**config.mk**
```make
export PLATFORM = sky130hd
export DESIGN_NAME = dual_sequence_key_generator
export DESIGN_NICKNAME = d
export VERILOG_FILES = /design/src/rtl/dsk_pkg.sv /design/src/rtl/dual_sequence_key_generator.sv /design/src/rtl/dsk_ctrl.sv /design/src/rtl/dsk_datapath.sv
export SDC_FILE = /design/constraint.sdc
export NUM_CORES = 2
export LEC_CHECK = 0
export BUFFER_PORTS_ARGS = -buffer_cell sky130_fd_sc_hd__buf_2
export CORE_UTILIZATION = 47
export CTS_BUF_LIST = sky130_fd_sc_hd__clkbuf_16
export CTS_CLUSTER_DIAMETER = 40
export CTS_CLUSTER_SIZE = 25
export DETAILED_ROUTE_END_ITERATION = 8
export PLACE_DENSITY = 0.72
export SLEW_MARGIN = 25
export SYNTH_ARGS = -nofsm -noshare
export SYNTH_HDL_FRONTEND = slang
export SYNTH_SLANG_ARGS = --single-unit
```
**constraint.sdc**
```tcl
create_clock -name clk -period 12.3 [get_ports clk]
set_input_delay 0.615 -clock clk [delete_from_list [all_inputs] [get_ports clk]]
set_output_delay 0.615 -clock clk [all_outputs]
set_load 0.1 [all_outputs]
```
**src/rtl/dsk_pkg.sv**
```systemverilog
`timescale 1ns / 1ps
package dsk_pkg;

  localparam int unsigned KeyW     = 32;
  localparam int unsigned ByteW    = 8;
  localparam int unsigned InDataW  = 40;
  localparam int unsigned OutDataW = 32;

  localparam logic [KeyW-1:0] SeedMul = 32'h0319_A267;
  localparam logic [KeyW-1:0] SeedAdd = 32'h116E_F35F;
  localparam logic [15:0]     SeedMod = 16'hFFFF;
  localparam logic [ByteW-1:0] VerBias = 8'd7;

  typedef enum logic [1:0] {
    MODE_RESTART = 2'd0,
    MODE_NEXT_SOLAR = 2'd1,
    MODE_NEXT_LUNAR = 2'd2,
    MODE_EXCHANGE = 2'd3
  } mode_t;

  typedef enum logic {
    REG_MAJOR = 1'b0,
    REG_MINOR = 1'b1
  } reg_idx_t;

  typedef enum logic [3:0] {
    ST_IDLE,
    ST_FOLD,
    ST_KMUL,
    ST_KADD,
    ST_VMUL,
    ST_SVAL,
    ST_LVAL,
    ST_LINC,
    ST_SMUL,
    ST_SADD,
    ST_XCHG,
    ST_DONE
  } state_t;

  typedef enum logic [3:0] {
    OP_NONE,
    OP_LOAD,
    OP_FOLD,
    OP_KMUL,
    OP_KADD,
    OP_VMUL,
    OP_SVAL,
    OP_LVAL,
    OP_LINC,
    OP_SMUL,
    OP_SADD,
    OP_XCHG
  } dp_op_t;

  typedef struct packed {
    dp_op_t op;
    logic   out_load;
  } dp_cmd_t;

endpackage

```
**src/rtl/dual_sequence_key_generator.sv**
```systemverilog
`timescale 1ns / 1ps
// Dual sequence key generator: a solar and a lunar 32-bit key generator.
// Input stream: one transfer is one command. mode picks restart (seed both
// generators from user_key and the version bytes), next solar, next lunar
// or key exchange (store user_key, swap the two increment words).
// Output stream: every command yields exactly one transfer carrying the four
// key bytes as they stand after the command.
// Configuration: cfg_we writes cfg_wdata into register cfg_addr
// (0 major version, 1 minor version); write only while the block is idle.
// Sequence from input transfer to output valid: restart walks FOLD, KMUL,
// KADD, VMUL, SVAL, LVAL, LINC and DONE; next walks SMUL, SADD and DONE;
// exchange walks XCHG and DONE. One command is in work at a time; without
// stalls the next input transfer can come in the cycle in which output valid
// rises. The chains are set by the single shared 32x16 multiplier, which the
// restart chain uses twice, with the adds in the states behind it.
// The output register holds a finished result while the receiver stalls;
// the next command is taken meanwhile and completes into the output register
// once the held result has been transferred.
// Reset (rst_n low at a clock edge) clears all generator state, the version
// registers and the output valid flag.
module dual_sequence_key_generator
  import dsk_pkg::*;
(
  input  logic                clk,
  input  logic                rst_n,
  // configuration write port
  input  logic                cfg_we,
  input  logic                cfg_addr,
  input  logic [ByteW-1:0]    cfg_wdata,
  // command stream
  input  logic                in_tvalid,
  output logic                in_tready,
  input  logic [InDataW-1:0]  in_tdata,   // [1:0] mode, [33:2] user_key, [39:34] zero
  // key stream
  output logic                out_tvalid,
  input  logic                out_tready,
  output logic [OutDataW-1:0] out_tdata   // [7:0] solar_base_key, [15:8] solar_pair_key,
                                          // [23:16] lunar_base_key, [31:24] lunar_pair_key
);

  dp_cmd_t cmd;

  // sequencer: walks the seed, step and exchange command sequences
  dsk_ctrl u_ctrl (
    .clk        (clk),
    .rst_n      (rst_n),
    .in_tvalid  (in_tvalid),
    .in_tready  (in_tready),
    .in_mode    (in_tdata[1:0]),
    .out_tvalid (out_tvalid),
    .out_tready (out_tready),
    .cmd        (cmd)
  );

  // generator state, shared multiplier and output register
  dsk_datapath u_dp (
    .clk         (clk),
    .rst_n       (rst_n),
    .cmd         (cmd),
    .in_mode     (in_tdata[1:0]),
    .in_user_key (in_tdata[33:2]),
    .cfg_we      (cfg_we),
    .cfg_addr    (cfg_addr),
    .cfg_wdata   (cfg_wdata),
    .out_data    (out_tdata)
  );

endmodule

```
**src/rtl/dsk_ctrl.sv**
```systemverilog
`timescale 1ns / 1ps
module dsk_ctrl
  import dsk_pkg::*;
(
  input  logic       clk,
  input  logic       rst_n,
  input  logic       in_tvalid,
  output logic       in_tready,
  input  logic [1:0] in_mode,
  output logic       out_tvalid,
  input  logic       out_tready,
  output dp_cmd_t    cmd
);

  state_t state_r, state_nxt;
  logic   out_valid_r, out_valid_nxt;
  logic   load_ok;
  mode_t  mode_in;

  assign mode_in    = mode_t'(in_mode);
  assign load_ok    = !out_valid_r || out_tready;
  assign in_tready  = (state_r == ST_IDLE);
  assign out_tvalid = out_valid_r;

  always_comb begin
    state_nxt = state_r;
    unique case (state_r)
      ST_IDLE: begin
        if (in_tvalid) begin
          unique case (mode_in)
            MODE_RESTART:    state_nxt = ST_FOLD;
            MODE_NEXT_SOLAR: state_nxt = ST_SMUL;
            MODE_NEXT_LUNAR: state_nxt = ST_SMUL;
            MODE_EXCHANGE:   state_nxt = ST_XCHG;
            default:         state_nxt = ST_IDLE;
          endcase
        end
      end
      ST_FOLD: state_nxt = ST_KMUL;
      ST_KMUL: state_nxt = ST_KADD;
      ST_KADD: state_nxt = ST_VMUL;
      ST_VMUL: state_nxt = ST_SVAL;
      ST_SVAL: state_nxt = ST_LVAL;
      ST_LVAL: state_nxt = ST_LINC;
      ST_LINC: state_nxt = ST_DONE;
      ST_SMUL: state_nxt = ST_SADD;
      ST_SADD: state_nxt = ST_DONE;
      ST_XCHG: state_nxt = ST_DONE;
      ST_DONE: begin
        if (load_ok) state_nxt = ST_IDLE;
      end
      default: state_nxt = ST_IDLE;
    endcase
  end

  always_comb begin
    cmd.op       = OP_NONE;
    cmd.out_load = 1'b0;
    unique case (state_r)
      ST_IDLE: cmd.op = in_tvalid ? OP_LOAD : OP_NONE;
      ST_FOLD: cmd.op = OP_FOLD;
      ST_KMUL: cmd.op = OP_KMUL;
      ST_KADD: cmd.op = OP_KADD;
      ST_VMUL: cmd.op = OP_VMUL;
      ST_SVAL: cmd.op = OP_SVAL;
      ST_LVAL: cmd.op = OP_LVAL;
      ST_LINC: cmd.op = OP_LINC;
      ST_SMUL: cmd.op = OP_SMUL;
      ST_SADD: cmd.op = OP_SADD;
      ST_XCHG: cmd.op = OP_XCHG;
      ST_DONE: cmd.out_load = load_ok;
      default: cmd.op = OP_NONE;
    endcase
  end

  always_comb begin
    out_valid_nxt = out_valid_r;
    if (cmd.out_load) begin
      out_valid_nxt = 1'b1;
    end else if (out_tready) begin
      out_valid_nxt = 1'b0;
    end
  end

  always_ff @(posedge clk) begin
    if (!rst_n) begin
      state_r     <= ST_IDLE;
      out_valid_r <= 1'b0;
    end else begin
      state_r     <= state_nxt;
      out_valid_r <= out_valid_nxt;
    end
  end

endmodule

```
**src/rtl/dsk_datapath.sv**
```systemverilog
`timescale 1ns / 1ps
module dsk_datapath
  import dsk_pkg::*;
(
  input  logic                clk,
  input  logic                rst_n,
  input  dp_cmd_t             cmd,
  input  logic [1:0]          in_mode,
  input  logic [KeyW-1:0]     in_user_key,
  input  logic                cfg_we,
  input  logic                cfg_addr,
  input  logic [ByteW-1:0]    cfg_wdata,
  output logic [OutDataW-1:0] out_data
);

  // configuration
  logic [ByteW-1:0] major_r, minor_r;

  // architectural state
  logic [KeyW-1:0]  user_key_r;
  logic [KeyW-1:0]  solar_val_r, lunar_val_r;
  logic [KeyW-1:0]  solar_inc_r, lunar_inc_r;
  logic [ByteW-1:0] solar_base_r, solar_pair_r, lunar_base_r, lunar_pair_r;

  // working registers
  mode_t            mode_r;
  logic [KeyW-1:0]  key_in_r;
  logic [15:0]      rem_r;
  logic [KeyW-1:0]  prod_r;
  logic [OutDataW-1:0] out_data_r;

  // shared multiplier, 32 x 16, low 32 bits kept
  logic [KeyW-1:0]  mul_a;
  logic [15:0]      mul_b;
  logic [KeyW-1:0]  mul_full;

  logic [ByteW-1:0] ver_major, ver_minor;
  logic [16:0]      fold_sum;
  logic [15:0]      fold_wrap;
  logic [15:0]      fold_rem;
  logic             step_lunar;
  logic [KeyW-1:0]  step_inc, step_val, step_new;
  logic [KeyW-1:0]  solar_seed_inc, lunar_seed_inc;
  logic [KeyW-1:0]  solar_stepped, lunar_stepped;

  assign ver_major  = major_r + VerBias;
  assign ver_minor  = minor_r + ver_major;
  assign step_lunar = (mode_r == MODE_NEXT_LUNAR);
  assign step_inc   = step_lunar ? lunar_inc_r : solar_inc_r;
  assign step_val   = step_lunar ? lunar_val_r : solar_val_r;

  always_comb begin
    mul_a = SeedMul;
    mul_b = rem_r;
    unique case (cmd.op)
      OP_VMUL: begin
        mul_a = user_key_r;
        mul_b = {ver_major, ver_minor};
      end
      OP_SMUL: begin
        mul_a = step_inc;
        mul_b = {8'd0, step_lunar ? lunar_base_r : solar_base_r};
      end
      default: begin
        mul_a = SeedMul;
        mul_b = rem_r;
      end
    endcase
  end

  assign mul_full = mul_a * {16'd0, mul_b};

  // key mod 0xFFFF: fold the halves, wrap the carry, map 0xFFFF to zero
  assign fold_sum  = {1'b0, key_in_r[31:16]} + {1'b0, key_in_r[15:0]};
  assign fold_wrap = fold_sum[15:0] + {15'd0, fold_sum[16]};
  assign fold_rem  = (fold_wrap == SeedMod) ? 16'd0 : fold_wrap;

  // after seeding the base byte is zero, so the step is value + (inc >> 16)
  assign solar_seed_inc = ~solar_val_r;
  assign lunar_seed_inc = ~lunar_val_r;
  assign solar_stepped  = solar_val_r + {16'd0, solar_seed_inc[31:16]};
  assign lunar_stepped  = lunar_val_r + {16'd0, lunar_seed_inc[31:16]};
  assign step_new       = prod_r + step_val + {16'd0, step_inc[31:16]};

  always_ff @(posedge clk) begin
    if (!rst_n) begin
      major_r <= '0;
      minor_r <= '0;
    end else if (cfg_we) begin
      unique case (reg_idx_t'(cfg_addr))
        REG_MAJOR: major_r <= cfg_wdata;
        REG_MINOR: minor_r <= cfg_wdata;
        default:   major_r <= major_r;
      endcase
    end
  end

  always_ff @(posedge clk) begin
    if (!rst_n) begin
      user_key_r   <= '0;
      solar_val_r  <= '0;
      lunar_val_r  <= '0;
      solar_inc_r  <= '0;
      lunar_inc_r  <= '0;
      solar_base_r <= '0;
      solar_pair_r <= '0;
      lunar_base_r <= '0;
      lunar_pair_r <= '0;
    end else begin
      unique case (cmd.op)
        OP_KADD: user_key_r <= prod_r + SeedAdd;
        OP_SVAL: solar_val_r <= prod_r + {16'd0, user_key_r[31:16]};
        OP_LVAL: begin
          lunar_val_r  <= prod_r + {16'd0, solar_val_r[31:16]};
          solar_inc_r  <= solar_stepped;
          solar_base_r <= solar_stepped[31:24];
          solar_pair_r <= solar_stepped[23:16];
        end
        OP_LINC: begin
          lunar_inc_r  <= lunar_stepped;
          lunar_base_r <= lunar_stepped[31:24];
          lunar_pair_r <= lunar_stepped[23:16];
        end
        OP_SADD: begin
          if (step_lunar) begin
            lunar_inc_r  <= step_new;
            lunar_base_r <= step_new[31:24];
            lunar_pair_r <= step_new[23:16];
          end else begin
            solar_inc_r  <= step_new;
            solar_base_r <= step_new[31:24];
            solar_pair_r <= step_new[23:16];
          end
        end
        OP_XCHG: begin
          user_key_r  <= key_in_r;
          solar_inc_r <= lunar_inc_r;
          lunar_inc_r <= solar_inc_r;
        end
        default: user_key_r <= user_key_r;
      endcase
    end
  end

  // payload registers, no reset
  always_ff @(posedge clk) begin
    if (cmd.op == OP_LOAD) begin
      mode_r   <= mode_t'(in_mode);
      key_in_r <= in_user_key;
    end
    if (cmd.op == OP_FOLD) rem_r <= fold_rem;
    if (cmd.op == OP_KMUL || cmd.op == OP_VMUL || cmd.op == OP_SMUL) begin
      prod_r <= mul_full;
    end
    if (cmd.out_load) begin
      out_data_r <= {lunar_pair_r, lunar_base_r, solar_pair_r, solar_base_r};
    end
  end

  assign out_data = out_data_r;

endmodule
```
==> summary.txt <==
Run status
  • Status: finished, final reports clean

Clocking
  • Post-cts resize count: 0
  • CTS tree: done
  • Clk buf depth: 3
  • Skew-Pair Late Insertion Delay: ~0.64 ns
  • CTS Hold Buffers Added: 0
  • CTS Root Cell: clkbuf_16
  • Post-CTS setup buffers: 0
  • Number of clock sinks: 327
  • CTS Buf Count: 49
  • Reg clk slew, reported paths: about 0.060 ns
  • CTS H-Tree Depth: 2

Cells and area
  • Fillcell total: 6369
  • P&R area growth vs syn: 9.64%
  • Layout cells sized above 1: between 7 and 8%
  • Fin nets: approximately 4500
  • Diode count: 0
  • Multi-input logic area: 0.0230 mm²
  • Fin util: 52.5%
  • FF+latch area: 0.00769 mm²

Timing
  • # setup viols final: 0
  • Hold Slack: around 0.18 ns
  • Hold Violations, Final: 0
  • Fmax: ~0.10 GHz
  • RSZ-0062 raised after global routing: no
  • Setup TNS: 0 ns
  • Relative slew slack: between 20% and 30%
  • Final Skew: roughly 0.06 ns
  • Slew Viols, Final: 0
  • Fin crit share: 77.6%
  • Min Tclk post-route: around 9.5 ns
  • Worst Tran Pin Value: roughly 1.1 ns

Worst hold path
  • WHS Endpoint: u_dp.key_in_r[2]
  • Worst Hold Class: input pin to register
  • Worst hold start: in_tdata[4]
  • Hold path cells: 1

Global routing
  • Vias in the first global route: 27900
  • Gr ovfl total: 0
  • Gr usage total: approximately 32%
  • First-pass GRT wire length: between 150 and 200 mm
  • Initial antenna violation count: 3
  • Largest net degree at the start of global routing: 69

Logic synthesis
  • Post-Synthesis Cells: 3928
  • Seq/Total Area, Yosys: roughly 23%
  • Syn Area/Cell: roughly 8.4 µm²
  • Yosys top cell area share: between 10% and 20%
  • Register bit total from synthesis: 327
  • Warnings, synthesis: 0
  • EDFF count, synth: about 110
  • Synth top area cells: fa_1, dfxtp_1, edfxtp_1, ha_1, nand2_1
  • Largest area contributor in the netlist: fa_1
  • Post-synth top flop: dfxtp_1
  • Post-Synthesis Cell Area: ~0.033 mm²
  • Mapped Nets: roughly 4500
  • Post-synth cell types: 93
  • Synth async-reset ratio: 0%

Floorplanning
  • Die width: about 270 µm
  • DIE HEIGHT: roughly 270 µm
  • Initial cell density of the core: roughly 48%
  • Num ports: a little under 90
  • Core Rows: 96
  • Die area: just over 0.07 mm²
  • Core Area: 0.0691 mm²

Setup path
  • Worst r2r src: u_ctrl.state_r[3]
  • Critical path type: register to register
  • Worst Setup SP: u_ctrl.state_r[3]
  • Critical Path Source Type: register
  • CP max FO: 39
  • R2R cell count: 22
  • Crit. End Element: register
  • Required time of the critical path: 12.62 ns
  • Reg-to-Reg End: u_dp.prod_r[28]
  • Arrival @ worst endpoint: a little under 10 ns
  • Reg2Reg Setup Slack: around 2.8 ns

Route
  • Routed WL per cell: roughly 23 µm
  • DRT antenna net count: 0
  • 1st-pass router iterations: 8
  • Via count: about 30000
  • Drt initial violations: approximately 3400
  • Vias/cell: 6.02
  • WL final: between 100 and 150 mm
  • DRC violation count after routing: 0

Placement
  • Post-DP HPWL: slightly below 90 mm
  • Port Buffer Count: 81
  • Final GP Congestion: 1.01

Job
  • Max_cap viols: 0
worst max path at each step:
stage / end / slack [ns] / cells after the start
finish: u_dp.prod_r[28] / 2.75 / 22
global route: u_dp.prod_r[31] / 2.40 / 23
CTS: u_dp.prod_r[31] / 2.89 / 23
detailed placement: u_dp.prod_r[31] / 2.95 / 23
global placement: u_dp.prod_r[28] / 3.08 / 22
floorplan: u_dp.prod_r[25] / 4.21 / 32
cell type report:
type	count	area share, %
timing repair buffer	141	2.37
clock buffer	50	3.45
multi-input combinational	2954	63.5
sequential	327	21.2
tap	931	3.21
inverter	465	4.82
clock inverter	42	1.40
kinds of logic (layout without fill, tap and decap cells):
group / count (synthesis) / count (layout) / synth area share, %
AND/OR/NAND/NOR: 1244 / 1244 / 16.8
XOR/XNOR: 211 / 211 / 5.74
multiplexers: 47 / 47 / 1.43
flip-flops: 327 / 327 / 23.2
adder cells (fa/ha/maj): 528 / 528 / 27.4
AO/OA/AOI/OAI: 924 / 924 / 18.0
buffers and inverters: 647 / 698 / 7.43
worst max-delay path, cell delays in order, from the launching register on:
cell and delay (ns):
dfxtp_1 0.83, or4b_4 0.82, o21ai_1 0.49, a21o_1 0.77, nand2_1 0.18, fa_1 0.56
fa_1 0.57, fa_1 0.45, fa_1 0.55, inv_1 0.05, fa_1 0.48, inv_1 0.06
fa_1 0.48, inv_1 0.04, ha_1 0.36, and4_1 0.23, o211a_1 0.15, o21ai_0 0.26
o21ai_0 0.29, o41ai_1 0.95, o21bai_1 0.12, a21oi_1 0.22, xnor2_1 0.29
through the flow:
step	worst slack [ns]	instances	area [µm²]
after floorplan	4.21	3928	33100
after global placement	3.08	4818	34500
after detailed placement	2.95	4818	34500
after CTS	2.89	4910	36200
after global routing	2.40	4910	36300
final	2.75	4910	36300
cell usage in the layout, fill, tap and decap left out, types with 16 or more instances in the layout:
| cell type | n |
|---|---|
| buf_4 | 61 |
| xnor2_1 | 149 |
| a311oi_1 | 16 |
| a221oi_1 | 22 |
| mux2i_1 | 45 |
| or3_1 | 34 |
| nand2b_1 | 20 |
| o221ai_1 | 16 |
| nor3_1 | 70 |
| and2_1 | 32 |
| inv_1 | 467 |
| nor2b_1 | 26 |
| fa_1 | 327 |
| edfxtp_1 | 114 |
| clkbuf_16 | 50 |
| a21o_1 | 66 |
| a211oi_1 | 36 |
| dfxtp_1 | 213 |
| nor2_1 | 347 |
| nand3_1 | 76 |
| o21bai_1 | 17 |
| o21ai_0 | 221 |
| a22oi_1 | 16 |
| a31oi_1 | 59 |
| buf_2 | 80 |
| o21a_1 | 43 |
| o211ai_1 | 17 |
| a21oi_1 | 233 |
| xor2_1 | 57 |
| ha_1 | 201 |
| nand2_1 | 520 |
| and3_1 | 24 |
| o21ai_1 | 26 |
sequential cells by signal, indices dropped and copies added (netlist names), 16 cells and up:
name              count
u_dp.rem_r           16
u_dp.prod_r          32
u_dp.lunar_val_r     32
u_dp.out_data        32
u_dp.user_key_r      32
u_dp.solar_val_r     32
u_dp.key_in_r        32
u_dp.lunar_inc_r     32
u_dp.solar_inc_r     32
cell usage after synthesis, types with 45 or more instances:
master	n
nand3_1	77
nand2_1	520
ha_1	201
a21oi_1	233
edfxtp_1	114
a31oi_1	59
xnor2_1	150
inv_1	464
xor2_1	57
dfxtp_1	213
a21o_1	66
clkbuf_1	157
nor2_1	351
fa_1	327
mux2i_1	45
nor3_1	72
o21ai_0	223
per-layer routing:
layer	wire length, µm	track usage [%]	share of wire (%)	vias up
li1	-	-	-	13300
met1	46300	44.6	41	14300
met2	47500	47.0	42	1656
met3	14700	8.30	13	299
met4	5510	14.2	4.8	2
met5	13	0	0.011	-
Power is left out: the tool's default activity adds up to more than one toggle a clock period on the data nets, which glitch-free logic cannot reach.
